$ cat config.mk
export PLATFORM = sky130hd
export DESIGN_NAME = rsg_frac_div
export DESIGN_NICKNAME = d
export VERILOG_FILES = /design/src/hw/rtl/rsg_pkg.sv /design/src/hw/rtl/rsg_frac_div.sv
export SDC_FILE = /design/constraint.sdc
export NUM_CORES = 1
export LEC_CHECK = 0
export BUFFER_PORTS_ARGS = -buffer_cell sky130_fd_sc_hd__buf_4
export CELL_PAD_IN_SITES_DETAIL_PLACEMENT = 0
export CELL_PAD_IN_SITES_GLOBAL_PLACEMENT = 1
export CORE_UTILIZATION = 30
export DETAILED_ROUTE_END_ITERATION = 8
export PLACE_DENSITY = 0.59
export SYNTH_ARGS = -nofsm -noshare
export SYNTH_HDL_FRONTEND = slang
export SYNTH_SLANG_ARGS = --single-unit
$ cat constraint.sdc
create_clock -name aclk -period 4.21 [get_ports aclk]
set_input_delay 0.421 -clock aclk [delete_from_list [all_inputs] [get_ports aclk]]
set_output_delay 0.421 -clock aclk [all_outputs]
set_load 0.02 [all_outputs]
$ cat src/hw/rtl/rsg_pkg.sv
// Package for the sky gradient pixel core: widths, constants, register codes, stage bundles.
package rsg_pkg;

    localparam int COORD_BITS = 12;
    localparam int FRAC_BITS  = 16;

    // Register file
    localparam int CFG_DATA_W = COORD_BITS;
    localparam int CFG_IDX_W  = 3;
    localparam int MODE_W     = 2;
    localparam int FACT_W     = 10;

    localparam logic [CFG_IDX_W-1:0] REG_MODE   = 3'd0;
    localparam logic [CFG_IDX_W-1:0] REG_WIDTH  = 3'd1;
    localparam logic [CFG_IDX_W-1:0] REG_HEIGHT = 3'd2;
    localparam logic [CFG_IDX_W-1:0] REG_BLEND_R = 3'd3;
    localparam logic [CFG_IDX_W-1:0] REG_BLEND_G = 3'd4;
    localparam logic [CFG_IDX_W-1:0] REG_BLEND_B = 3'd5;

    localparam logic [MODE_W-1:0] MODE_GRAD   = 2'd0;
    localparam logic [MODE_W-1:0] MODE_SKY    = 2'd1;
    localparam logic [MODE_W-1:0] MODE_CUSTOM = 2'd2;

    // Fixed-point widths
    localparam int Q1_W     = FRAC_BITS + 1;          // u, v
    localparam int DIR_W    = FRAC_BITS + 4;          // signed direction
    localparam int ABS_W    = FRAC_BITS + 3;          // |x|
    localparam int AY_W     = FRAC_BITS + 2;          // |y|
    localparam int LEN2_W   = 2 * FRAC_BITS + 7;      // squared length
    localparam int SQ_STEPS = (LEN2_W + 1) / 2;       // one root bit per stage
    localparam int SQ_W     = LEN2_W + 1;
    localparam int LEN_W    = SQ_STEPS;
    localparam int ACC_W    = FRAC_BITS + 1 + FACT_W; // blend accumulator
    localparam int SCALE_W  = 24;
    localparam int PROD_W   = ACC_W + SCALE_W;
    localparam int CH_SHIFT = FRAC_BITS + 8 + 16;
    localparam int CH_W     = 8;

    localparam logic [SCALE_W-1:0] SCALE_Q16 = 24'd16776560;
    localparam int FIFTH_INT = ((2 ** (FRAC_BITS + 1)) + 9) / 10;
    localparam logic [Q1_W-1:0] FIFTH_Q = Q1_W'(FIFTH_INT);

    // Q2.8 colors
    localparam logic [FACT_W-1:0] F_ONE   = 10'd256;
    localparam logic [FACT_W-1:0] F_ZERO  = 10'd0;
    localparam logic [FACT_W-1:0] SKY_R   = 10'd128;
    localparam logic [FACT_W-1:0] SKY_G   = 10'd179;
    localparam logic [FACT_W-1:0] SKY_B   = 10'd256;

    typedef struct packed {
        logic [MODE_W-1:0]     mode;
        logic [COORD_BITS-1:0] width;
        logic [COORD_BITS-1:0] height;
        logic [FACT_W-1:0]     blend_r;
        logic [FACT_W-1:0]     blend_g;
        logic [FACT_W-1:0]     blend_b;
    } cfg_t;

    typedef struct packed {
        logic [Q1_W-1:0] u;
        logic [Q1_W-1:0] v;
    } uv_t;

    typedef struct packed {
        uv_t             uv;
        logic            yneg;
        logic [AY_W-1:0] ay;
    } side_t;

    typedef struct packed {
        side_t            side;
        logic [LEN_W-1:0] len;
    } len_t;

    typedef struct packed {
        uv_t                  uv;
        logic [FRAC_BITS-1:0] t;
    } shade_in_t;

endpackage

$ cat src/hw/rtl/rsg_frac_div.sv
// Pipelined restoring divider: coordinate over image size as unsigned Q1.F, saturated.
module rsg_frac_div import rsg_pkg::*; (
    input  logic                  aclk,
    input  logic                  aresetn,
    input  logic                  adv,
    input  logic                  in_valid,
    input  logic [COORD_BITS-1:0] coord,
    input  logic [COORD_BITS-1:0] size,
    output logic                  out_valid,
    output logic [Q1_W-1:0]       frac
);

    localparam int STEPS = Q1_W;

    logic                  vld_reg [STEPS];
    logic [COORD_BITS-1:0] rem_reg [STEPS];
    logic [COORD_BITS-1:0] div_reg [STEPS];
    logic [Q1_W-1:0]       quo_reg [STEPS];
    logic                  sat_reg [STEPS];

    logic [COORD_BITS-1:0] d_in;
    logic                  sat_in;
    logic [COORD_BITS-1:0] rem_src [STEPS];
    logic [COORD_BITS-1:0] div_src [STEPS];
    logic                  bit_src [STEPS];
    logic [COORD_BITS-1:0] rem_nx  [STEPS];
    logic                  qb_nx   [STEPS];
    logic [COORD_BITS:0]   trial   [STEPS];
    logic [COORD_BITS:0]   diff    [STEPS];

    // Treat zero size as one; flag quotients that overflow Q1.F
    assign d_in   = (size == '0) ? COORD_BITS'(1) : size;
    assign sat_in = ({1'b0, coord} >= {d_in, 1'b0});

    // One quotient bit per stage
    always_comb begin
        for (int s = 0; s < STEPS; s++) begin
            rem_src[s] = (s == 0) ? (coord >> 1) : rem_reg[(s == 0) ? 0 : s - 1];
            div_src[s] = (s == 0) ? d_in : div_reg[(s == 0) ? 0 : s - 1];
            bit_src[s] = (s == 0) ? coord[0] : 1'b0;
            trial[s]   = {rem_src[s], bit_src[s]};
            diff[s]    = trial[s] - {1'b0, div_src[s]};
            if (trial[s] >= {1'b0, div_src[s]}) begin
                qb_nx[s]  = 1'b1;
                rem_nx[s] = diff[s][COORD_BITS-1:0];
            end else begin
                qb_nx[s]  = 1'b0;
                rem_nx[s] = trial[s][COORD_BITS-1:0];
            end
        end
    end

    // Advance valid bits
    always_ff @(posedge aclk) begin
        if (!aresetn) begin
            for (int s = 0; s < STEPS; s++) vld_reg[s] <= 1'b0;
        end else if (adv) begin
            vld_reg[0] <= in_valid;
            for (int s = 1; s < STEPS; s++) vld_reg[s] <= vld_reg[s-1];
        end
    end

    // Advance payload
    always_ff @(posedge aclk) begin
        if (adv) begin
            rem_reg[0] <= rem_nx[0];
            div_reg[0] <= div_src[0];
            quo_reg[0] <= Q1_W'(qb_nx[0]);
            sat_reg[0] <= sat_in;
            for (int s = 1; s < STEPS; s++) begin
                rem_reg[s] <= rem_nx[s];
                div_reg[s] <= div_src[s];
                quo_reg[s] <= {quo_reg[s-1][Q1_W-2:0], qb_nx[s]};
                sat_reg[s] <= sat_reg[s-1];
            end
        end
    end

    assign out_valid = vld_reg[STEPS-1];
    assign frac      = sat_reg[STEPS-1] ? '1 : quo_reg[STEPS-1];

endmodule

==> results.toml <==
[timing]
timing.final.ws_setup_ns = 0.802
holdWs_ns = 0.125
slew_headroom_pct = 46.4
fin_setup_tns_ns = 0
hold_viol_final = 0
setup_viol = 0
grt_setup_unrepaired = "no"
worstMarginPinSlew_ns = 0.804
min_period_ns = 3.41
finalCritPeriodShare_pct = 81.0
fmax_mhz = 293
skew_ns = 0.0227
final_max_slew_viol_count = 0

[yosys]
synth-seq-cells = 571
avgSynthCellArea_um2 = 12.6
synth_nets = 2673
synth_flop_cell = "edfxtp_1"
ys_seq_area_share_pct = 56.2
synthArstFlopShare_pct = 0
yosys_warnings = 0
synth_cell_type_count = 67
synth_edf_count = 571
syn_area_um2 = 30500
synthCells = 2415

[worst_setup_path]
path_max_fanout = 13
critPathCaptureType = "register"
cp-start-kind = "input pin"
path_buf_inv = 2
critPathArrivalTime_ns = 3.77
cp_slowest_stage_delay_ns = 0.62
path_delay_family = "compound AO/OA/AOI/OAI gates"
critPathRequiredTime_ns = 4.57
cp_cell_sequence = "dlygate4sd3_1 -> buf_4 -> nor3_1 -> a31o_2 -> ha_1 -> fa_1 -> nor2b_1 -> o31a_1 -> a31o_1 -> a41oi_2 -> o21ai_2 -> mux2_2"
critPathKind = "input pin to register"
slowest_stage = "o21ai_2"

[floorplan]
initial_core_util_pct = 30.4
core_um2 = 100000
die-area_um2 = 103000
io_pins = 46
dieHeight_um = 321
rows = 116
fp.dieW_um = 321

[clocking]
clock_sinks = 571
clock_latency_ns = 0.62
cts_root_buf = "clkbuf_16"
htreeDepth = 3
cts_buffers = 67
cts_tree = "done"
clk_pin_slew_ns = 0.06
cts_setup_buffers = 0
cts.path.max_buffers = 3

[finish]
drive_gt1_share_pct = 14.8
finalNetCount = 2769
fillers = 9831
final_util_pct = 34.6
area_delta_synth_final_pct = 14.0
final_area_um2 = 34800
layout_commonest_cell = "edfxtp_1"
final_cell_mix = "edfxtp_1 (571), inv_1 (252), ha_1 (214), mux2_2 (120), a21oi_1 (104)"
diodes = 0
instances_no_fill = 3919

[pwr]
total_power_mw = 23.5
netSwitchingPower_mw = 7.86
peakVddDrop_v = 0.000294
intPower_mw = 15.6
swShare_pct = 33.4
power.share.sequential_pct = 37.2
power_frac_clock_pct = 24.1
powerDensity_nw_per_um2 = 675
pwr-share-comb_pct = 38.7
cellLeakagePower_nw = 13.6

[min_path]
hold_class = "input pin to register"

[status]
outcome = "finished, final reports clean"

[global_route]
grt_first_pass_wirelength_um = 101000
grt_pass1_vias = 18352
overflow = 0
grt_antenna_before_repair = 0
grt_max_degree = 104
groute.usage.overall_pct = 12.2

[detailed_routing]
drc_errors = 0
ant_nets = 0
drt_iter0_drc = 1205
drt_wl_total_um = 62700
via_count = 18420
wl_per_cell_um = 16.0
routed_via_density = 4.70
first_pass_iters = 5

[place]
place_congestion = 0.828
dp_slack_ns = 0.718
io_buffers = 45
dpl.cell_count = 3788
dp.final_hpwl_um = 45200
postPlaceCellArea_um2 = 32600

[job]
drv_cap = 0
==> Yosys cell counts (31+ instances only) <==
cell type,instances,area (um2)
xnor2_1,57,499
o21a_1,40,300
nor2b_1,59,369
xor2_1,42,368
edfxtp_1,571,17100
inv_1,252,946
a31oi_1,34,213
ha_1,214,2680
a21oi_1,104,521
a21o_1,37,278
nand4_1,31,194
a211oi_1,31,233
and3_1,46,288
nand2b_1,32,200
nor2_1,101,379
nand2_1,75,282
nor3_1,46,230
mux2_2,120,1350
o21ai_0,90,450
or2_2,52,325
==> what timing repair did <==
item | CTS | global route
hold buffers | 11 | 0
hold endpoints to repair | 11 | 0
gates resized for setup | 0 | 0
==> cell type report <==
| cell class | count | area (um2) | area share [%] |
|---|---|---|---|
| clock buffer | 79 | 1720 | 4.95 |
| clock inverter | 41 | 393 | 1.13 |
| inverter | 252 | 946 | 2.72 |
| multi-input combinational | 1541 | 12200 | 35.0 |
| sequential | 571 | 17100 | 49.3 |
| tap | 1357 | 1700 | 4.88 |
| timing repair buffer | 78 | 696 | 2.00 |
==> kinds of logic after synthesis <==
family | Yosys count | share of synthesized area, %
muxes | 173 | 6.28
adders and majority gates | 230 | 9.82
xor gates and xnor gates | 99 | 2.84
buffers and inverters | 303 | 3.89
DFF | 571 | 56.2
AOI/OAI and AO/OA | 484 | 10.9
and+or+nand+nor | 555 | 10.1
==> worst register-to-register path, cell delays in order (launching register included) <==
cell,delay (ns)
edfxtp_1,0.42
inv_1,0.08
ha_1,0.23
nor2b_1,0.16
o31a_1,0.29
o31ai_2,0.26
o211ai_1,0.21
a21oi_2,0.68
mux2_2,0.41
==> worst paths after layout <==
path,startpoint,to,slack [ns],cells past startpoint
min reg2reg,quo_reg[0][187],quo_reg[0][205],0.40,0
min,in_valid,vld_reg[0][0],0.12,2
max,size[3],rem_reg[0][11],0.80,12
max reg2reg,div_reg[0][25],rem_reg[0][39],1.20,8
==> per-layer routing <==
metal	track usage (%)	wire (um)	up-vias
met4	4.05	1520	0
met1	16.1	29500	8858
li1	-	-	9209
met2	20.2	29600	261
met5	0	0	-
met3	2.04	2060	92
==> power by group through the flow <==
stage	Sequential, mW	Combinational, mW	Clock, mW
floorplan	8.49	7.22	0
global route	8.88	10.2	6.09
CTS	8.79	9.14	5.88
finish	8.74	9.11	5.65
global placement	8.89	8.90	0
detailed placement	8.89	9.04	0
Note: power is estimated with default switching activity, not from simulation.
