### config.mk
export PLATFORM = sky130hd
export DESIGN_NAME = rsg_shade
export DESIGN_NICKNAME = d
export VERILOG_FILES = /design/src/hw/rtl/rsg_pkg.sv /design/src/hw/rtl/rsg_shade.sv
export SDC_FILE = /design/constraint.sdc
export NUM_CORES = 2
export LEC_CHECK = 0
export BUFFER_PORTS_ARGS = -buffer_cell sky130_fd_sc_hd__buf_2
export CAP_MARGIN = 20
export CORE_MARGIN = 2
export CORE_UTILIZATION = 50
export CTS_CLUSTER_DIAMETER = 50
export DETAILED_ROUTE_END_ITERATION = 10
export PLACE_DENSITY = 0.66
export SETUP_SLACK_MARGIN = 0.1
export SLEW_MARGIN = 0
export SYNTH_ARGS = -nofsm -noshare
export SYNTH_HDL_FRONTEND = slang
export SYNTH_SLANG_ARGS = --single-unit
### constraint.sdc
create_clock -name aclk -period 8.9 [get_ports aclk]
set_clock_uncertainty 0.2 [all_clocks]
set_input_delay 0.445 -clock aclk [delete_from_list [all_inputs] [get_ports aclk]]
set_output_delay 0.445 -clock aclk [all_outputs]
set_load 0.01 [all_outputs]
### src/hw/rtl/rsg_pkg.sv
// Package for the sky gradient pixel core: widths, constants, register codes, stage bundles.
package rsg_pkg;

    localparam int COORD_BITS = 12;
    localparam int FRAC_BITS  = 16;

    // Register file
    localparam int CFG_DATA_W = COORD_BITS;
    localparam int CFG_IDX_W  = 3;
    localparam int MODE_W     = 2;
    localparam int FACT_W     = 10;

    localparam logic [CFG_IDX_W-1:0] REG_MODE   = 3'd0;
    localparam logic [CFG_IDX_W-1:0] REG_WIDTH  = 3'd1;
    localparam logic [CFG_IDX_W-1:0] REG_HEIGHT = 3'd2;
    localparam logic [CFG_IDX_W-1:0] REG_BLEND_R = 3'd3;
    localparam logic [CFG_IDX_W-1:0] REG_BLEND_G = 3'd4;
    localparam logic [CFG_IDX_W-1:0] REG_BLEND_B = 3'd5;

    localparam logic [MODE_W-1:0] MODE_GRAD   = 2'd0;
    localparam logic [MODE_W-1:0] MODE_SKY    = 2'd1;
    localparam logic [MODE_W-1:0] MODE_CUSTOM = 2'd2;

    // Fixed-point widths
    localparam int Q1_W     = FRAC_BITS + 1;          // u, v
    localparam int DIR_W    = FRAC_BITS + 4;          // signed direction
    localparam int ABS_W    = FRAC_BITS + 3;          // |x|
    localparam int AY_W     = FRAC_BITS + 2;          // |y|
    localparam int LEN2_W   = 2 * FRAC_BITS + 7;      // squared length
    localparam int SQ_STEPS = (LEN2_W + 1) / 2;       // one root bit per stage
    localparam int SQ_W     = LEN2_W + 1;
    localparam int LEN_W    = SQ_STEPS;
    localparam int ACC_W    = FRAC_BITS + 1 + FACT_W; // blend accumulator
    localparam int SCALE_W  = 24;
    localparam int PROD_W   = ACC_W + SCALE_W;
    localparam int CH_SHIFT = FRAC_BITS + 8 + 16;
    localparam int CH_W     = 8;

    localparam logic [SCALE_W-1:0] SCALE_Q16 = 24'd16776560;
    localparam int FIFTH_INT = ((2 ** (FRAC_BITS + 1)) + 9) / 10;
    localparam logic [Q1_W-1:0] FIFTH_Q = Q1_W'(FIFTH_INT);

    // Q2.8 colors
    localparam logic [FACT_W-1:0] F_ONE   = 10'd256;
    localparam logic [FACT_W-1:0] F_ZERO  = 10'd0;
    localparam logic [FACT_W-1:0] SKY_R   = 10'd128;
    localparam logic [FACT_W-1:0] SKY_G   = 10'd179;
    localparam logic [FACT_W-1:0] SKY_B   = 10'd256;

    typedef struct packed {
        logic [MODE_W-1:0]     mode;
        logic [COORD_BITS-1:0] width;
        logic [COORD_BITS-1:0] height;
        logic [FACT_W-1:0]     blend_r;
        logic [FACT_W-1:0]     blend_g;
        logic [FACT_W-1:0]     blend_b;
    } cfg_t;

    typedef struct packed {
        logic [Q1_W-1:0] u;
        logic [Q1_W-1:0] v;
    } uv_t;

    typedef struct packed {
        uv_t             uv;
        logic            yneg;
        logic [AY_W-1:0] ay;
    } side_t;

    typedef struct packed {
        side_t            side;
        logic [LEN_W-1:0] len;
    } len_t;

    typedef struct packed {
        uv_t                  uv;
        logic [FRAC_BITS-1:0] t;
    } shade_in_t;

endpackage

### src/hw/rtl/rsg_shade.sv
// Color blend per mode, scale by 255.99 and saturate to 8-bit channels.
module rsg_shade import rsg_pkg::*; (
    input  logic            aclk,
    input  logic            aresetn,
    input  logic            adv,
    input  logic            in_valid,
    input  shade_in_t       in_shade,
    input  cfg_t            cfg,
    output logic            out_valid,
    output logic [CH_W-1:0] red,
    output logic [CH_W-1:0] green,
    output logic [CH_W-1:0] blue
);

    localparam int NST   = 4;
    localparam int NCH   = 3;
    localparam int HI_W  = PROD_W - CH_SHIFT;
    localparam logic [Q1_W-1:0] ONE_T = Q1_W'(2 ** FRAC_BITS);

    logic              vld_reg [NST];
    logic [ACC_W-1:0]  p1_reg  [NCH];
    logic [ACC_W-1:0]  p2_reg  [NCH];
    logic [ACC_W-1:0]  acc_reg [NCH];
    logic [PROD_W-1:0] prod_reg [NCH];
    logic [CH_W-1:0]   ch_reg  [NCH];

    logic [FACT_W-1:0] fa [NCH];
    logic [FACT_W-1:0] fb [NCH];
    logic [Q1_W-1:0]   grad [NCH];
    logic [Q1_W-1:0]   omt;
    logic [ACC_W-1:0]  p1_nx [NCH];
    logic [ACC_W-1:0]  p2_nx [NCH];
    logic [HI_W-1:0]   hi [NCH];

    // Pick endpoint colors and products for the mode
    always_comb begin
        omt     = ONE_T - Q1_W'(in_shade.t);
        grad[0] = in_shade.uv.u;
        grad[1] = in_shade.uv.v;
        grad[2] = FIFTH_Q;
        fa[0] = F_ONE;  fa[1] = F_ONE;  fa[2] = F_ONE;
        fb[0] = SKY_R;  fb[1] = SKY_G;  fb[2] = SKY_B;
        if (cfg.mode == MODE_CUSTOM) begin
            fa[0] = F_ZERO;      fa[1] = F_ONE;       fa[2] = F_ZERO;
            fb[0] = cfg.blend_r; fb[1] = cfg.blend_g; fb[2] = cfg.blend_b;
        end
        for (int c = 0; c < NCH; c++) begin
            case (cfg.mode)
                MODE_GRAD: begin
                    p1_nx[c] = ACC_W'({grad[c], 8'h00});
                    p2_nx[c] = '0;
                end
                MODE_SKY, MODE_CUSTOM: begin
                    p1_nx[c] = ACC_W'(omt) * ACC_W'(fa[c]);
                    p2_nx[c] = ACC_W'(in_shade.t) * ACC_W'(fb[c]);
                end
                default: begin
                    p1_nx[c] = '0;
                    p2_nx[c] = '0;
                end
            endcase
            hi[c] = prod_reg[c][PROD_W-1:CH_SHIFT];
        end
    end

    // Advance valid bits
    always_ff @(posedge aclk) begin
        if (!aresetn) begin
            for (int s = 0; s < NST; s++) vld_reg[s] <= 1'b0;
        end else if (adv) begin
            vld_reg[0] <= in_valid;
            for (int s = 1; s < NST; s++) vld_reg[s] <= vld_reg[s-1];
        end
    end

    // Multiply, accumulate, scale, saturate
    always_ff @(posedge aclk) begin
        if (adv) begin
            for (int c = 0; c < NCH; c++) begin
                p1_reg[c]   <= p1_nx[c];
                p2_reg[c]   <= p2_nx[c];
                acc_reg[c]  <= p1_reg[c] + p2_reg[c];
                prod_reg[c] <= PROD_W'(acc_reg[c]) * PROD_W'(SCALE_Q16);
                ch_reg[c]   <= (hi[c] > HI_W'(8'hFF)) ? 8'hFF : hi[c][CH_W-1:0];
            end
        end
    end

    assign out_valid = vld_reg[NST-1];
    assign red       = ch_reg[0];
    assign green     = ch_reg[1];
    assign blue      = ch_reg[2];

endmodule

==> metrics <==
Hold Crit Start=in_shade[34]; Slew HR=between 20% and 30%; vias in the first global route=42,600; Core Area=120,000 µm²; global route overflow=0; Port-buffer cells=110; Starting Density=50.4%; Final ANT Viol Nets=0; CTS tree=yes; Clock Tree Buf Depth=3; Hold Path Class=primary input to flip-flop; largest net degree at the start of global routing=153; largest family of logic cells by synthesized area=adder cells; fraction of registers with async set/reset=0%; Primary FF master, synth=edfxtp_1; synthesized area=60,400 µm²; hold path depth=2; max layer used=met5; first-pass GRT wire length=225,000 µm; Post-CTS Resized=0; DP Wirelength=115,000 µm; YS warnings=0; row count=127; Synth Area in Compound Gates=5.95%; CP endpoint kind=flip-flop; RSZ-0062 raised after global routing=no; WHS Endpoint=p1_reg[0][9]; wire per inst=about 18 µm; worst slew pin tran=1.13 ns; nets=8,054; I/O pin count=135; Reg clk slew, reported paths=0.06 ns; Setup Viol. Count Final=0; fin crit share=85.6%; CTS root buf=clkbuf_16; fmax=131 MHz; fin. max-slew vios=0; wire length on met2=63,900 µm; Reg-to-Reg Start=acc_reg[0][67]; Reg2Reg Depth=20; total die area=124,000 µm²; drt initial violations=2,251; r2r setup slk=1.28 ns; Routed WL=137,000 µm; Worst EP required=9.04 ns; later-pin clock latency in the skew report=roughly 0.60 ns; Vias=around 39,000; sequential cell area fraction in the yosys report=13.4%; Routed met3 length=9440 µm; Fill cells=10,700; H-tree depth=2; mux cell area share after synthesis=0.166%; CTS buffer count=40; Placer Congestion=0.912; Final Hold Vio Count=0; layout cells sized above 1=3.86%; simple-gate portion of the synthesized area=8.41%; CP Data Arrival Time=7.76 ns; TritonRoute pass-1 iters=5; CP startpoint kind=flip-flop; max cap viols=0; Post-Synth Adder-Cell Area=roughly three fifths; fin crit period=7.62 ns; outcome=complete, no violations; WS Path Type=flip-flop to flip-flop; GRT Resource Usage Total=23.5%; Area growth syn-to-layout=6.17%; reg2reg end=prod_reg[0][133]; drt via density=5.25; xor/xnor share of the synthesized area=under 10%; Die Wd=352 µm; Max FO, Critical Path=6; synthesized net count=8,002; # DRC=0; Post-Route M1 WL=60,800 µm; Synth cell types=79; Seq cells post-synth=271; Avg Cell Area, Syn=approximately 10 µm²; post-route setup TNS=0 ns; antenna violations before repair=12; Mapped Cells=5,800; EDFF count, synth=268; clk sinks=between 200 and 300; die height=352 µm; Setup crit start=acc_reg[0][67]; max FFs per register=81
## synthesized netlist by cell type (12+ instances only)
cell type | count | area, µm²
clkbuf_1 | 130 | 488
edfxtp_1 | 268 | 8050
o211ai_1 | 15 | 113
fa_1 | 1275 | 25500
nand2_1 | 359 | 1350
o21bai_1 | 12 | 90.1
a21oi_1 | 139 | 696
ha_1 | 817 | 10200
o21ai_0 | 86 | 430
o21a_1 | 24 | 180
or3_1 | 18 | 113
a211oi_1 | 18 | 135
nand4_1 | 22 | 138
nor2b_1 | 30 | 188
xnor2_1 | 94 | 823
and2_1 | 84 | 526
xor2_1 | 51 | 447
a21o_1 | 123 | 923
nor3_1 | 43 | 215
inv_1 | 1595 | 5990
nand2b_1 | 55 | 344
nand3_1 | 59 | 295
nor2_1 | 151 | 567
and3_1 | 165 | 1030
## placed cells by master (no fill, tap or decap), types with 20 or more instances in the layout
| cell type | instances |
|---|---|
| nand4_1 | 22 |
| nor3_1 | 43 |
| inv_1 | 1595 |
| and3_1 | 165 |
| a21o_1 | 123 |
| a21oi_1 | 139 |
| xor2_1 | 51 |
| buf_4 | 20 |
| nand3_1 | 59 |
| xnor2_1 | 94 |
| nand2b_1 | 55 |
| ha_1 | 816 |
| o21a_1 | 24 |
| fa_1 | 1275 |
| nand2_1 | 359 |
| nor2_1 | 151 |
| edfxtp_1 | 268 |
| nor2b_1 | 30 |
| o21ai_0 | 86 |
| clkbuf_16 | 40 |
| and2_1 | 84 |
| buf_2 | 110 |
## worst max-delay path, cell delays in order (launching register included)
cell and delay (ns):
edfxtp_1 0.61, inv_1 0.31, fa_1 0.74, fa_1 0.52, fa_1 0.53, inv_1 0.06, fa_1 0.59, fa_1 0.45
fa_1 0.49, inv_1 0.05, fa_1 0.47, inv_1 0.04, ha_1 0.30, nand4_1 0.12, or4_1 0.55, or3_1 0.33
o22a_1 0.31, a21oi_2 0.24, o211ai_2 0.16, and2_4 0.19, xnor2_1 0.12
## how the worst max path moves through the flow
stage,cells after the start,endpoint
after floorplan,23,p2_reg[0][24]
after global placement,20,prod_reg[0][134]
after detailed placement,21,p2_reg[0][20]
after CTS,20,prod_reg[0][134]
after global routing,21,prod_reg[0][93]
final,20,prod_reg[0][133]
## metrics by stage
step / hold slack, ns / instances / instance area (µm²) / utilization [%] / worst slack (ns)
2_1_floorplan: 0.200 / 5800 / 60400 / - / 2.13
3_3_place_gp: 0.202 / 7411 / 62600 / 52.3 / 1.33
3_5_place_dp: 0.205 / 7412 / 62700 / 52.3 / 1.25
4_1_cts: 0.00109 / 7496 / 64100 / 53.5 / 1.27
5_1_grt: 0.00629 / 7498 / 64100 / 53.5 / 0.800
6_report: 0.0344 / 7500 / 64100 / 53.5 / 1.28
## timing repair
action | in CTS | in global routing
hold endpoints to repair | 13 | 0
hold buffers | 10 | 0
buffers inserted | 0 | 0
setup endpoints to repair | 0 | 0
## cell type report
class	instances	area [µm²]	area share, %
antenna	4	10.0	0.0156
clock buffer	48	1050	1.64
clock inverter	26	294	0.459
inverter	1596	5990	9.34
multi-input combinational	3801	45800	71.4
sequential	271	8110	12.6
tap	1612	2020	3.15
timing repair buffer	142	836	1.30
## per-layer routing
layer	vias up	track usage, %
met4	14	5.83
li1	18100	-
met2	977	37.3
met1	20200	33.1
met3	152	4.77
met5	-	0
## logic make-up (layout without fill, tap and decap cells)
group	Yosys count	in the layout
flops	271	271
fa+ha+maj	2092	2092
mux	10	10
xor+xnor	145	145
other cells	0	4
compound gates	525	525
simple gates	1029	1029
buf+inv	1728	1812
Power is not shown: default switching activity piles up to over one toggle a cycle in this logic, so the estimate is an artifact.
