==> src/hw/rtl/rsg_pkg.sv <==
// Package for the sky gradient pixel core: widths, constants, register codes, stage bundles.
package rsg_pkg;

    localparam int COORD_BITS = 12;
    localparam int FRAC_BITS  = 16;

    // Register file
    localparam int CFG_DATA_W = COORD_BITS;
    localparam int CFG_IDX_W  = 3;
    localparam int MODE_W     = 2;
    localparam int FACT_W     = 10;

    localparam logic [CFG_IDX_W-1:0] REG_MODE   = 3'd0;
    localparam logic [CFG_IDX_W-1:0] REG_WIDTH  = 3'd1;
    localparam logic [CFG_IDX_W-1:0] REG_HEIGHT = 3'd2;
    localparam logic [CFG_IDX_W-1:0] REG_BLEND_R = 3'd3;
    localparam logic [CFG_IDX_W-1:0] REG_BLEND_G = 3'd4;
    localparam logic [CFG_IDX_W-1:0] REG_BLEND_B = 3'd5;

    localparam logic [MODE_W-1:0] MODE_GRAD   = 2'd0;
    localparam logic [MODE_W-1:0] MODE_SKY    = 2'd1;
    localparam logic [MODE_W-1:0] MODE_CUSTOM = 2'd2;

    // Fixed-point widths
    localparam int Q1_W     = FRAC_BITS + 1;          // u, v
    localparam int DIR_W    = FRAC_BITS + 4;          // signed direction
    localparam int ABS_W    = FRAC_BITS + 3;          // |x|
    localparam int AY_W     = FRAC_BITS + 2;          // |y|
    localparam int LEN2_W   = 2 * FRAC_BITS + 7;      // squared length
    localparam int SQ_STEPS = (LEN2_W + 1) / 2;       // one root bit per stage
    localparam int SQ_W     = LEN2_W + 1;
    localparam int LEN_W    = SQ_STEPS;
    localparam int ACC_W    = FRAC_BITS + 1 + FACT_W; // blend accumulator
    localparam int SCALE_W  = 24;
    localparam int PROD_W   = ACC_W + SCALE_W;
    localparam int CH_SHIFT = FRAC_BITS + 8 + 16;
    localparam int CH_W     = 8;

    localparam logic [SCALE_W-1:0] SCALE_Q16 = 24'd16776560;
    localparam int FIFTH_INT = ((2 ** (FRAC_BITS + 1)) + 9) / 10;
    localparam logic [Q1_W-1:0] FIFTH_Q = Q1_W'(FIFTH_INT);

    // Q2.8 colors
    localparam logic [FACT_W-1:0] F_ONE   = 10'd256;
    localparam logic [FACT_W-1:0] F_ZERO  = 10'd0;
    localparam logic [FACT_W-1:0] SKY_R   = 10'd128;
    localparam logic [FACT_W-1:0] SKY_G   = 10'd179;
    localparam logic [FACT_W-1:0] SKY_B   = 10'd256;

    typedef struct packed {
        logic [MODE_W-1:0]     mode;
        logic [COORD_BITS-1:0] width;
        logic [COORD_BITS-1:0] height;
        logic [FACT_W-1:0]     blend_r;
        logic [FACT_W-1:0]     blend_g;
        logic [FACT_W-1:0]     blend_b;
    } cfg_t;

    typedef struct packed {
        logic [Q1_W-1:0] u;
        logic [Q1_W-1:0] v;
    } uv_t;

    typedef struct packed {
        uv_t             uv;
        logic            yneg;
        logic [AY_W-1:0] ay;
    } side_t;

    typedef struct packed {
        side_t            side;
        logic [LEN_W-1:0] len;
    } len_t;

    typedef struct packed {
        uv_t                  uv;
        logic [FRAC_BITS-1:0] t;
    } shade_in_t;

endpackage

==> src/hw/rtl/rsg_unit.sv <==
// Pipelined divider for the unit y component, then the blend parameter t.
module rsg_unit import rsg_pkg::*; (
    input  logic      aclk,
    input  logic      aresetn,
    input  logic      adv,
    input  logic      in_valid,
    input  len_t      in_len,
    output logic      out_valid,
    output shade_in_t out_shade
);

    localparam int STEPS = FRAC_BITS;
    localparam int NST   = STEPS + 1;
    localparam logic [FRAC_BITS:0] ONE_T = (FRAC_BITS + 1)'(2 ** FRAC_BITS);

    logic                 vld_reg  [NST];
    side_t                side_reg [STEPS];
    logic [LEN_W-1:0]     rem_reg  [STEPS];
    logic [LEN_W-1:0]     div_reg  [STEPS];
    logic [FRAC_BITS-1:0] quo_reg  [STEPS];
    logic                 clamp_reg [STEPS];
    shade_in_t            out_reg;

    logic [LEN_W-1:0] rem_src [STEPS];
    logic [LEN_W-1:0] div_src [STEPS];
    logic [LEN_W:0]   trial   [STEPS];
    logic [LEN_W:0]   diff    [STEPS];
    logic [LEN_W-1:0] rem_nx  [STEPS];
    logic             qb_nx   [STEPS];
    logic             clamp_in;
    logic [FRAC_BITS-1:0] mag;
    logic [FRAC_BITS:0]   t_sum;

    // Ratio reaches one when |y| is not below the length
    assign clamp_in = (LEN_W'(in_len.side.ay) >= in_len.len);

    // One quotient bit per stage
    always_comb begin
        for (int s = 0; s < STEPS; s++) begin
            rem_src[s] = (s == 0) ? LEN_W'(in_len.side.ay) : rem_reg[(s == 0) ? 0 : s - 1];
            div_src[s] = (s == 0) ? in_len.len : div_reg[(s == 0) ? 0 : s - 1];
            trial[s]   = {rem_src[s], 1'b0};
            diff[s]    = trial[s] - {1'b0, div_src[s]};
            if (trial[s] >= {1'b0, div_src[s]}) begin
                qb_nx[s]  = 1'b1;
                rem_nx[s] = diff[s][LEN_W-1:0];
            end else begin
                qb_nx[s]  = 1'b0;
                rem_nx[s] = trial[s][LEN_W-1:0];
            end
        end
    end

    // Map the unit y component onto t in [0, 1)
    always_comb begin
        mag   = clamp_reg[STEPS-1] ? '1 : quo_reg[STEPS-1];
        t_sum = side_reg[STEPS-1].yneg ? (ONE_T - (FRAC_BITS + 1)'(mag))
                                        : (ONE_T + (FRAC_BITS + 1)'(mag));
    end

    // Advance valid bits
    always_ff @(posedge aclk) begin
        if (!aresetn) begin
            for (int s = 0; s < NST; s++) vld_reg[s] <= 1'b0;
        end else if (adv) begin
            vld_reg[0] <= in_valid;
            for (int s = 1; s < NST; s++) vld_reg[s] <= vld_reg[s-1];
        end
    end

    // Advance payload
    always_ff @(posedge aclk) begin
        if (adv) begin
            side_reg[0]  <= in_len.side;
            rem_reg[0]   <= rem_nx[0];
            div_reg[0]   <= div_src[0];
            quo_reg[0]   <= FRAC_BITS'(qb_nx[0]);
            clamp_reg[0] <= clamp_in;
            for (int s = 1; s < STEPS; s++) begin
                side_reg[s]  <= side_reg[s-1];
                rem_reg[s]   <= rem_nx[s];
                div_reg[s]   <= div_src[s];
                quo_reg[s]   <= {quo_reg[s-1][FRAC_BITS-2:0], qb_nx[s]};
                clamp_reg[s] <= clamp_reg[s-1];
            end
            out_reg.uv <= side_reg[STEPS-1].uv;
            out_reg.t  <= t_sum[FRAC_BITS:1];
        end
    end

    assign out_valid = vld_reg[NST-1];
    assign out_shade = out_reg;

endmodule

==> config.mk <==
export PLATFORM = sky130hd
export DESIGN_NAME = rsg_unit
export DESIGN_NICKNAME = d
export VERILOG_FILES = /design/src/hw/rtl/rsg_pkg.sv /design/src/hw/rtl/rsg_unit.sv
export SDC_FILE = /design/constraint.sdc
export NUM_CORES = 2
export LEC_CHECK = 0
export BUFFER_PORTS_ARGS = -buffer_cell sky130_fd_sc_hd__buf_2
export CAP_MARGIN = 20
export CORE_MARGIN = 5
export CORE_UTILIZATION = 40
export DETAILED_ROUTE_END_ITERATION = 16
export GPL_TIMING_DRIVEN = 0
export PLACE_DENSITY = 0.57
export SLEW_MARGIN = 20
export SYNTH_ARGS = -nofsm -noshare
export SYNTH_HDL_FRONTEND = slang
export SYNTH_SLANG_ARGS = --single-unit
==> constraint.sdc <==
create_clock -name aclk -period 7.65 [get_ports aclk]
set_input_delay 0.3825 -clock aclk [delete_from_list [all_inputs] [get_ports aclk]]
set_output_delay 0.3825 -clock aclk [all_outputs]
set_load 0.01 [all_outputs]
==> results.md <==
- HP Start: in_len[39]
- Top post-synthesis cells by area: edfxtp_1, ha_1, mux2_2
- DRC viols: 0
- R2R depth: 11
- Starting Density: 0.403
- CP peak stage delay: just over 600 ps
- Routed Wire Length: approximately 110000 microns
- Crit path max-delay cell type: clkbuf_1
- HP Class: in2reg
- R2r setup slk: 3720 ps
- # setup viols final: 0
- Max clock buf depth: 3
- CTS Buf Count: about 150
- Synth async-reset ratio: 0
- Critical Path AT: 4370 ps
- Fmax: 0.255 GHz
- CP Launch Point: div_reg[0][150]$_DFFE_PP_
- Synth warn: 0
- CP cell instances: inv_1 > ha_1 > and3_1 > nand2_1 > or3_1 > nand3_1 > a211oi_1 > o21ai_1 > clkbuf_1 > clkbuf_1 > a21oi_1
- Final period util: 0.513
- Routed vias: 33100
- Clock transition at path regs: about 60 ps
- DR pass1 iterations: 7
- EDFF count, synth: between 1000 and 1500
- Clock skew: 31.4 ps
- Final setup margin: about 3700 ps
- Most common library cells after synthesis: edfxtp_1, inv_1, ha_1
- Die Y: 401 microns
- Cells after Synth: between 4000 and 5000
- Worst EP required: roughly 8000 ps
- Syn_nets: about 4600
- CP top delay family: buffers and inverters
- Util after Layout: 0.462
- Main synth FF type: edfxtp_1
- Wire per inst: around 16 microns
- Share of layout cells above drive strength 1: 0.128
- Clk sinks: 1379
- Crit end category: flip-flop
- Hold Vio Cnt, Final: 0
- Pleak: 27.0 nW
- Hold worst-path end: side_reg[0][19]$_DFFE_PP_
- IO Count: roughly 130
- RSZ-0062 raised after global routing: false
- Synth unique cells: between 70 and 80
- Area Overhead vs Synth: 14.7%
- Cell taking the most area after synthesis: edfxtp_1
- Hold path cells: 2
- H-tree depth: 4
- Sum Neg Setup Slack: 0 ps
- Total core area: ~0.15 sq mm
- Number of synthesized register bits: ~1400
- Detail Route Antenna Nets: 0
- DIE WIDTH: between 400 and 500 microns
- Pwr dens: 365 mW/mm^2
- Peak supply drop: about 0.20 mV
- Largest fanout on the critical path: 10
- Synth Cell Area: slightly above 0.06 sq mm
- Largest net degree at the start of global routing: 148
- Initial antenna violation count: 0
- Least-Margin Pin Slew: just over 1000 ps
- Max-cap violations: 0
- Routed vias/inst: 4.93
- Clock period minus worst slack: 3930 ps
- Vias in the first global route: roughly 34000
- First-pass GRT wire length: between 150000 and 200000 microns
- Most common cell in the netlist: edfxtp_1
- Outcome: finished, final reports clean
- Place WS: 3630 ps
- Crit path kind: reg2reg
- Post-CTS setup buffer count: 0
- Root buf cell: clkbuf_16
- Slew Viols, Final: 0
- Cell mode on critical path: clkbuf_1
- Initial DRC Count: roughly 1500
- Hold Buf Count CTS: 76
- Tot Pwr: roughly 0.026 W
- Gp weighted congestion: between 0.9 and 1
- GRT overflow: 0
- HPWL after DPL: between 70000 and 80000 microns
- Worst-Skew Late Latency: slightly below 800 ps
- Max reg flops: between 500 and 600
- Gr usage total: 0.135
- Cell Rows: about 140
- Area of the die: ~0.16 sq mm
- CTS tree: built
- Reg2reg start: div_reg[0][150]$_DFFE_PP_
- Synth Area per Inst: about 15 sq um
- Cts repair resizes: 0
- Final hold slack: about 320 ps
- Sequential area share after synthesis: 0.676
- Nets@finish: between 4000 and 5000
- Critical path buffer and inverter count: 3
- Slew HR: 0.310
- N_diodes: 0
- Worst Setup Start Kind: flip-flop
- Top-area cell type share of the netlist area: 0.676
- Reg-to-reg endpoint: rem_reg[1][14]$_DFFE_PP_
- IO Port Bufs: ~130
==> placed cells by master (no fill, tap or decap), types with 14 or more instances in the layout <==
master | synthesis | final
o31ai_1 | 15 | 15
nor3_1 | 54 | 54
edfxtp_1 | 1379 | 1379
inv_1 | 398 | 398
dlygate4sd3_1 | 0 | 76
a21o_1 | 118 | 118
and3_1 | 33 | 33
nor2b_1 | 55 | 55
or3_1 | 17 | 17
nand2_1 | 166 | 166
ha_1 | 337 | 337
mux2i_1 | 21 | 21
o31a_1 | 14 | 14
clkbuf_1 | 30 | 61
o21ai_0 | 135 | 135
buf_2 | 20 | 146
fa_1 | 15 | 15
o21ai_1 | 25 | 25
o211ai_1 | 20 | 20
a21oi_1 | 215 | 215
nand2b_1 | 41 | 41
xor2_1 | 71 | 71
a31oi_1 | 27 | 27
and2_1 | 16 | 16
clkinv_1 | 0 | 31
nor2_1 | 207 | 207
a211oi_1 | 24 | 24
o21bai_1 | 20 | 20
mux2_2 | 205 | 205
o21a_1 | 64 | 64
clkinv_2 | 0 | 16
nand3_1 | 65 | 65
xnor2_1 | 165 | 165
nand4_1 | 33 | 33
clkbuf_16 | 0 | 153
==> worst max path at each step <==
stage | cells after the start | slack [ps] | to
floorplan | 10 | 4600 | rem_reg[1][24]$_DFFE_PP_
detailed placement | 6 | 3630 | quo_reg[0][32]$_DFFE_PP_
global placement | 2 | -16360 | vld_reg[0][0]$_SDFFCE_PN0P_
finish | 11 | 3720 | rem_reg[1][14]$_DFFE_PP_
CTS | 12 | 3720 | rem_reg[1][13]$_DFFE_PP_
global route | 11 | 3550 | rem_reg[0][108]$_DFFE_PP_
==> metrics by stage <==
stage	instance area (sq um)	instances
after detailed placement	64700	6365
final	70200	6700
after global placement	64400	6354
after global routing	70200	6700
after CTS	70200	6700
after floorplan	61200	4197
==> cell type report <==
type,instances,area [sq um]
plain buffers,58,280
clock buffers,184,3950
clock inverters,75,821
fillers,13300,81800
inverters,399,1500
multi-input cells,2361,18000
flip-flops and latches,1379,41400
well taps,2030,2540
repair buffers,214,1710
==> logic make-up (layout without fill, tap and decap cells) <==
logic type / Yosys count / after routing / share of synthesized area
buffers and inverters: 457 / 930 / 0.0290
XOR/XNOR: 236 / 236 / 0.0338
multiplexers: 230 / 230 / 0.0419
flip-flops: 1379 / 1379 / 0.676
adder cells (fa/ha/maj): 352 / 352 / 0.0738
AO/OA/AOI/OAI: 794 / 794 / 0.0848
AND/OR/NAND/NOR: 749 / 749 / 0.0603
==> routing by layer <==
layer,up-vias,GRT usage,share of wire
li1,16500,-,-
met1,15700,0.136,0.37
met2,556,0.257,0.54
met3,306,0.0271,0.033
met4,0,0.0795,0.060
met5,-,0,0
==> report_power, final <==
part | switching (W) | internal [W] | leakage [nW] | total (W)
logic | 0.00439 | 0.00376 | 11.2 | 0.00815
clock network | 0.00289 | 0.00403 | 2.30 | 0.00692
registers | 0.000557 | 0.0100 | 13.5 | 0.0106
Power figures use the tool's default switching activity.
