===== src/hw/rtl/rsg_pkg.sv =====
// Package for the sky gradient pixel core: widths, constants, register codes, stage bundles.
package rsg_pkg;

    localparam int COORD_BITS = 12;
    localparam int FRAC_BITS  = 16;

    // Register file
    localparam int CFG_DATA_W = COORD_BITS;
    localparam int CFG_IDX_W  = 3;
    localparam int MODE_W     = 2;
    localparam int FACT_W     = 10;

    localparam logic [CFG_IDX_W-1:0] REG_MODE   = 3'd0;
    localparam logic [CFG_IDX_W-1:0] REG_WIDTH  = 3'd1;
    localparam logic [CFG_IDX_W-1:0] REG_HEIGHT = 3'd2;
    localparam logic [CFG_IDX_W-1:0] REG_BLEND_R = 3'd3;
    localparam logic [CFG_IDX_W-1:0] REG_BLEND_G = 3'd4;
    localparam logic [CFG_IDX_W-1:0] REG_BLEND_B = 3'd5;

    localparam logic [MODE_W-1:0] MODE_GRAD   = 2'd0;
    localparam logic [MODE_W-1:0] MODE_SKY    = 2'd1;
    localparam logic [MODE_W-1:0] MODE_CUSTOM = 2'd2;

    // Fixed-point widths
    localparam int Q1_W     = FRAC_BITS + 1;          // u, v
    localparam int DIR_W    = FRAC_BITS + 4;          // signed direction
    localparam int ABS_W    = FRAC_BITS + 3;          // |x|
    localparam int AY_W     = FRAC_BITS + 2;          // |y|
    localparam int LEN2_W   = 2 * FRAC_BITS + 7;      // squared length
    localparam int SQ_STEPS = (LEN2_W + 1) / 2;       // one root bit per stage
    localparam int SQ_W     = LEN2_W + 1;
    localparam int LEN_W    = SQ_STEPS;
    localparam int ACC_W    = FRAC_BITS + 1 + FACT_W; // blend accumulator
    localparam int SCALE_W  = 24;
    localparam int PROD_W   = ACC_W + SCALE_W;
    localparam int CH_SHIFT = FRAC_BITS + 8 + 16;
    localparam int CH_W     = 8;

    localparam logic [SCALE_W-1:0] SCALE_Q16 = 24'd16776560;
    localparam int FIFTH_INT = ((2 ** (FRAC_BITS + 1)) + 9) / 10;
    localparam logic [Q1_W-1:0] FIFTH_Q = Q1_W'(FIFTH_INT);

    // Q2.8 colors
    localparam logic [FACT_W-1:0] F_ONE   = 10'd256;
    localparam logic [FACT_W-1:0] F_ZERO  = 10'd0;
    localparam logic [FACT_W-1:0] SKY_R   = 10'd128;
    localparam logic [FACT_W-1:0] SKY_G   = 10'd179;
    localparam logic [FACT_W-1:0] SKY_B   = 10'd256;

    typedef struct packed {
        logic [MODE_W-1:0]     mode;
        logic [COORD_BITS-1:0] width;
        logic [COORD_BITS-1:0] height;
        logic [FACT_W-1:0]     blend_r;
        logic [FACT_W-1:0]     blend_g;
        logic [FACT_W-1:0]     blend_b;
    } cfg_t;

    typedef struct packed {
        logic [Q1_W-1:0] u;
        logic [Q1_W-1:0] v;
    } uv_t;

    typedef struct packed {
        uv_t             uv;
        logic            yneg;
        logic [AY_W-1:0] ay;
    } side_t;

    typedef struct packed {
        side_t            side;
        logic [LEN_W-1:0] len;
    } len_t;

    typedef struct packed {
        uv_t                  uv;
        logic [FRAC_BITS-1:0] t;
    } shade_in_t;

endpackage


===== src/hw/rtl/rsg_len.sv =====
// Ray direction, squared length and pipelined integer square root.
module rsg_len import rsg_pkg::*; (
    input  logic aclk,
    input  logic aresetn,
    input  logic adv,
    input  logic in_valid,
    input  uv_t  in_uv,
    output logic out_valid,
    output len_t out_len
);

    localparam int NST = SQ_STEPS + 2;
    localparam logic [DIR_W-1:0]  TWO_Q  = DIR_W'(2 ** (FRAC_BITS + 1));
    localparam logic [DIR_W-1:0]  ONE_Q  = DIR_W'(2 ** FRAC_BITS);
    localparam logic [LEN2_W-1:0] ONE_SQ = LEN2_W'(1) << (2 * FRAC_BITS);

    logic                  vld_reg [NST];
    side_t                 side_reg [NST];
    logic [ABS_W-1:0]      ax_reg;
    logic [2*ABS_W-1:0]    ax2_reg;
    logic [2*AY_W-1:0]     ay2_reg;
    logic [SQ_W-1:0]       x_reg   [SQ_STEPS];
    logic [SQ_W-1:0]       res_reg [SQ_STEPS];

    logic signed [DIR_W-1:0] x_dir, y_dir;
    logic [DIR_W-1:0]        ax_full, ay_full;
    logic [LEN2_W-1:0]       len2;
    logic [SQ_W-1:0]         x_src   [SQ_STEPS];
    logic [SQ_W-1:0]         res_src [SQ_STEPS];
    logic [SQ_W-1:0]         x_nx    [SQ_STEPS];
    logic [SQ_W-1:0]         res_nx  [SQ_STEPS];
    logic [SQ_W-1:0]         probe   [SQ_STEPS];
    logic [SQ_W-1:0]         bitv    [SQ_STEPS];

    // Direction x = 4u - 2, y = 2v - 1 and their magnitudes
    always_comb begin
        x_dir   = $signed({1'b0, in_uv.u, 2'b00} - TWO_Q);
        y_dir   = $signed({2'b00, in_uv.v, 1'b0} - ONE_Q);
        ax_full = x_dir[DIR_W-1] ? DIR_W'(-x_dir) : DIR_W'(x_dir);
        ay_full = y_dir[DIR_W-1] ? DIR_W'(-y_dir) : DIR_W'(y_dir);
    end

    // Sum of squares plus z squared
    assign len2 = LEN2_W'(ax2_reg) + LEN2_W'(ay2_reg) + ONE_SQ;

    // One root bit per stage
    always_comb begin
        for (int k = 0; k < SQ_STEPS; k++) begin
            x_src[k]   = (k == 0) ? SQ_W'(len2) : x_reg[(k == 0) ? 0 : k - 1];
            res_src[k] = (k == 0) ? '0 : res_reg[(k == 0) ? 0 : k - 1];
            bitv[k]    = SQ_W'(1) << (2 * (SQ_STEPS - 1 - k));
            probe[k]   = res_src[k] + bitv[k];
            if (x_src[k] >= probe[k]) begin
                x_nx[k]   = x_src[k] - probe[k];
                res_nx[k] = (res_src[k] >> 1) + bitv[k];
            end else begin
                x_nx[k]   = x_src[k];
                res_nx[k] = res_src[k] >> 1;
            end
        end
    end

    // Advance valid bits
    always_ff @(posedge aclk) begin
        if (!aresetn) begin
            for (int s = 0; s < NST; s++) vld_reg[s] <= 1'b0;
        end else if (adv) begin
            vld_reg[0] <= in_valid;
            for (int s = 1; s < NST; s++) vld_reg[s] <= vld_reg[s-1];
        end
    end

    // Advance payload
    always_ff @(posedge aclk) begin
        if (adv) begin
            side_reg[0].uv   <= in_uv;
            side_reg[0].yneg <= y_dir[DIR_W-1];
            side_reg[0].ay   <= ay_full[AY_W-1:0];
            ax_reg           <= ax_full[ABS_W-1:0];
            for (int s = 1; s < NST; s++) side_reg[s] <= side_reg[s-1];
            ax2_reg <= ax_reg * ax_reg;
            ay2_reg <= side_reg[0].ay * side_reg[0].ay;
            for (int k = 0; k < SQ_STEPS; k++) begin
                x_reg[k]   <= x_nx[k];
                res_reg[k] <= res_nx[k];
            end
        end
    end

    assign out_valid    = vld_reg[NST-1];
    assign out_len.side = side_reg[NST-1];
    assign out_len.len  = res_reg[SQ_STEPS-1][LEN_W-1:0];

endmodule


===== config.mk =====
export PLATFORM = sky130hd
export DESIGN_NAME = rsg_len
export DESIGN_NICKNAME = d
export VERILOG_FILES = /design/src/hw/rtl/rsg_pkg.sv /design/src/hw/rtl/rsg_len.sv
export SDC_FILE = /design/constraint.sdc
export NUM_CORES = 2
export LEC_CHECK = 0
export ABC_AREA = 0
export BUFFER_PORTS_ARGS = -buffer_cell sky130_fd_sc_hd__buf_2
export CAP_MARGIN = 5
export CORE_UTILIZATION = 55
export DETAILED_ROUTE_END_ITERATION = 12
export PLACE_DENSITY = 0.74
export SYNTH_ARGS = -nofsm -noshare
export SYNTH_HDL_FRONTEND = slang
export SYNTH_SLANG_ARGS = --single-unit

===== constraint.sdc =====
create_clock -name aclk -period 6.38 [get_ports aclk]
set_input_delay 0 -clock aclk [delete_from_list [all_inputs] [get_ports aclk]]
set_output_delay 0 -clock aclk [all_outputs]
set_load 0.01 [all_outputs]

==> impl_metrics.sql <==
INSERT INTO impl_metrics (metric_group, metric, value, unit) VALUES
('yosys', 'synthDominantAreaCellType', 'sky130_fd_sc_hd__edfxtp_1', ''),
('die', 'design.die.area', '182000', 'um2'),
('worst_setup_path', 'ff2ff_setup_slack', '9', 'ps'),
('sta', 'final_max_slew_viol_count', '0', ''),
('clock_tree', 'clkLatencyLatePin', '830', 'ps'),
('min_path', 'hold_path_end', 'side_reg[0][9]$_DFFE_PP_', ''),
('grt', 'grt_start_max_net_pins', '205', ''),
('sta', 'finalCriticalPeriod', '6370', 'ps'),
('grt', 'grt-busiest-layer', 'met2', ''),
('worst_setup_path', 'crit_path_max_fanout', '4', ''),
('sta', 'slew_headroom', '14.6', '%'),
('clock_tree', 'clock_sink_count', '2119', ''),
('min_path', 'whs_path_depth', '3', ''),
('grt', 'antenna_violations_before_repair', '1', ''),
('drt', 'detail_route.first_pass.iterations', '6', ''),
('yosys', 'synth-async-reset-ratio', '0', '%'),
('die', 'die_h', '427', 'um'),
('clock_tree', 'h_tree_levels', '4', ''),
('drt', 'drtAntennaViolNets', '0', ''),
('final_layout', 'largest_reg_flops', '1109', ''),
('yosys', 'number_of_enable_flip_flop_cells_after_synthesis', '2118', ''),
('yosys', 'synthDistinctLibCells', '87', ''),
('min_path', 'min_from', 'in_uv[8]', ''),
('die', 'start_util', '55.5', '%'),
('worst_setup_path', 'worst_ep_required_time', '6980', 'ps'),
('sta', 'finClkSkew', '43.9', 'ps'),
('sta', 'worst_slew_pin_slew', '1250', 'ps'),
('grt', 'grt_usage', '18.9', '%'),
('drt', 'viasPerCell', '5.34', ''),
('drt', 'routed-via-count', '52600', ''),
('job', 'drv_cap', '0', ''),
('final_layout', 'fin_cells', '9860', ''),
('clock_tree', 'max-clock-path-buffers', '3', ''),
('grt', 'global_route_wire_length_before_repair', '276', 'mm'),
('yosys', 'yosys_top_cell_area_share', '64.0', '%'),
('yosys', 'synth.yosys.warnings', '0', ''),
('placement', 'final_gp_congestion', '0.938', ''),
('drt', 'detail_route.wirelength', '170', 'mm'),
('drt', 'drt_first_iter_violations', '3195', ''),
('clock_tree', 'cts.root.buffer_cell', 'sky130_fd_sc_hd__clkbuf_16', ''),
('grt', 'overflow', '0', ''),
('grt', 'global_route.usage.met3', '2.76', '%'),
('drt', 'route.detailed.drc', '0', ''),
('yosys', 'ys_ff_latch', '2119', ''),
('worst_setup_path', 'worstSetupEndpointType', 'flip-flop', ''),
('worst_setup_path', 'rr_worst_depth', '22', ''),
('sta', 'setup_viol_count_final', '0', ''),
('worst_setup_path', 'critical_path_class', 'reg2reg', ''),
('min_path', 'class_of_the_tightest_hold_or_removal_check', 'in2reg', ''),
('worst_setup_path', 'startpoint_type_of_the_worst_setup_path', 'flip-flop', ''),
('sta', 'share_of_the_clock_period_used_by_the_worst_path', '99.9', '%'),
('grt', 'grtUsageMet2', '35.6', '%'),
('die', 'floorplan.io_pins', '112', ''),
('clock_tree', 'cts_tree', 'done', ''),
('outcome', 'outcome', 'finished, final reports clean', ''),
('die', 'row_count', '155', ''),
('yosys', 'post_synth_main_area_contributors', 'sky130_fd_sc_hd__edfxtp_1 (64%), sky130_fd_sc_hd__fa_1 (7.8%), sky130_fd_sc_hd__ha_1 (6.8%)', ''),
('worst_setup_path', 'arrival', '6970', 'ps'),
('yosys', 'top_flip_flop_cell_by_instance_count_after_synthesis', 'sky130_fd_sc_hd__edfxtp_1', ''),
('clock_tree', 'number_of_cts_inserted_buffers', '201', ''),
('final_layout', 'diodes', '0', ''),
('placement', 'dpl.cell_count', '9364', ''),
('yosys', 'synth_area_per_cell', '14.5', 'um2'),
('final_layout', 'final_common_cell', 'sky130_fd_sc_hd__edfxtp_1', ''),
('sta', 'final_hold_violations', '0', ''),
('grt', 'grt_util_met1', '21.2', '%'),
('yosys', 'syn_inst_count', '6855', ''),
('final_layout', 'fraction_of_layout_cells_with_a_size_suffix_above_1', '11.5', '%'),
('yosys', 'synth_sequential_area_ratio', '64.0', '%'),
('sta', 'rsz0062_at_grt', 'yes', ''),
('final_layout', 'final_cell_mix', 'sky130_fd_sc_hd__edfxtp_1 (2118), sky130_fd_sc_hd__inv_1 (807), sky130_fd_sc_hd__ha_1 (516)', '');
==> worst max path at each step <==
| stage | start | end | cells after the start | slack [ps] |
|---|---|---|---|---|
| floorplan | ax_reg[4]$_DFFE_PP_ | ax2_reg[36]$_DFFE_PP_ | 22 | 6 |
| global placement | ax_reg[4]$_DFFE_PP_ | ax2_reg[36]$_DFFE_PP_ | 23 | -240 |
| detailed placement | ax_reg[4]$_DFFE_PP_ | ax2_reg[36]$_DFFE_PP_ | 23 | -410 |
| CTS | ax_reg[4]$_DFFE_PP_ | ax2_reg[36]$_DFFE_PP_ | 23 | -20 |
| global route | ax_reg[9]$_DFFE_PP_ | ax2_reg[35]$_DFFE_PP_ | 24 | -190 |
| finish | ax_reg[7]$_DFFE_PP_ | ax2_reg[35]$_DFFE_PP_ | 22 | 9 |
==> per-stage QoR <==
step           worst slack [ps]  util, %  hold WS (ps)  TNS, ps  cell area, um2
6_report                   8.68     62.8          68.6        0          112000
5_1_grt                    -189     62.8          52.7     -733          112000
2_1_floorplan              5.66        -          98.9        0           99500
4_1_cts                   -21.5     62.3          8.87    -21.5          112000
3_3_place_gp               -239     58.0           195     -526          104000
3_5_place_dp               -413     58.0           199    -1310          104000
==> per-layer routing <==
| metal | part of all wire (%) | vias up | wire, um |
|---|---|---|---|
| li1 | - | 25500 | - |
| met1 | 38 | 25800 | 65300 |
| met2 | 54 | 1047 | 92500 |
| met3 | 3.3 | 352 | 5610 |
| met4 | 3.8 | 2 | 6450 |
| met5 | 0.0065 | - | 11 |
==> area by class of cell <==
class / count / area (um2) / area share [%]
Inverter: 826 / 3110 / 2.76
Clock inverter: 136 / 1630 / 1.45
Tap cell: 2355 / 2950 / 2.62
Timing Repair Buffer: 435 / 3540 / 3.15
Clock buffer: 234 / 5170 / 4.60
Sequential cell: 2119 / 63600 / 56.6
Multi-Input combinational cell: 3755 / 32400 / 28.8
==> worst max-delay path, stage by stage, from the launching register on <==
cell and delay, ps:
sky130_fd_sc_hd__edfxtp_1 500, sky130_fd_sc_hd__buf_4 190, sky130_fd_sc_hd__nand2_2 70, sky130_fd_sc_hd__fa_1 440, sky130_fd_sc_hd__buf_4 160, sky130_fd_sc_hd__fa_1 490
sky130_fd_sc_hd__fa_2 540, sky130_fd_sc_hd__inv_1 60, sky130_fd_sc_hd__fa_2 380, sky130_fd_sc_hd__fa_1 520, sky130_fd_sc_hd__inv_2 40, sky130_fd_sc_hd__fa_1 510
sky130_fd_sc_hd__inv_2 50, sky130_fd_sc_hd__ha_4 240, sky130_fd_sc_hd__and3_4 170, sky130_fd_sc_hd__a221o_1 350, sky130_fd_sc_hd__a22oi_2 180, sky130_fd_sc_hd__nand2_2 120
sky130_fd_sc_hd__a22o_1 280, sky130_fd_sc_hd__a2111o_1 460, sky130_fd_sc_hd__a21o_1 190, sky130_fd_sc_hd__a21oi_2 140, sky130_fd_sc_hd__xnor2_1 80
==> Yosys cell counts, types with 48 or more instances <==
cell / instances
sky130_fd_sc_hd__nor2b_1: 48
sky130_fd_sc_hd__nor2_1: 263
sky130_fd_sc_hd__a21o_1: 114
sky130_fd_sc_hd__nor3_1: 87
sky130_fd_sc_hd__fa_1: 387
sky130_fd_sc_hd__o21a_1: 51
sky130_fd_sc_hd__nand2b_1: 63
sky130_fd_sc_hd__edfxtp_1: 2118
sky130_fd_sc_hd__a21oi_1: 266
sky130_fd_sc_hd__or3_1: 51
sky130_fd_sc_hd__clkbuf_1: 92
sky130_fd_sc_hd__nand3_1: 63
sky130_fd_sc_hd__o21ai_0: 234
sky130_fd_sc_hd__and2_1: 165
sky130_fd_sc_hd__ha_1: 536
sky130_fd_sc_hd__nand2_1: 408
sky130_fd_sc_hd__buf_4: 55
sky130_fd_sc_hd__nor4_1: 116
sky130_fd_sc_hd__xor2_1: 165
sky130_fd_sc_hd__xnor2_1: 268
sky130_fd_sc_hd__inv_1: 824
==> logic make-up after synthesis <==
kind of cell | share of synthesized area [%]
adder cells (fa/ha/maj) | 14.6
AND/OR/NAND/NOR | 7.51
multiplexers | 0.438
XOR/XNOR | 3.82
AO/OA/AOI/OAI | 5.69
other | 0.00377
buffers and inverters | 3.95
flip-flops | 64.0
==> timing repair <==
action | in CTS | in global routing
hold buffers | 73 | 0
buffers inserted | 17 | 38
pin swaps | 37 | 105
endpoints found under the hold margin | 195 | 0
setup endpoints to repair | 9 | 20
gates resized for setup | 32 | 137
Power is left out: the tool's default activity adds up to more than one toggle a clock period on the data nets, which glitch-free logic cannot reach.
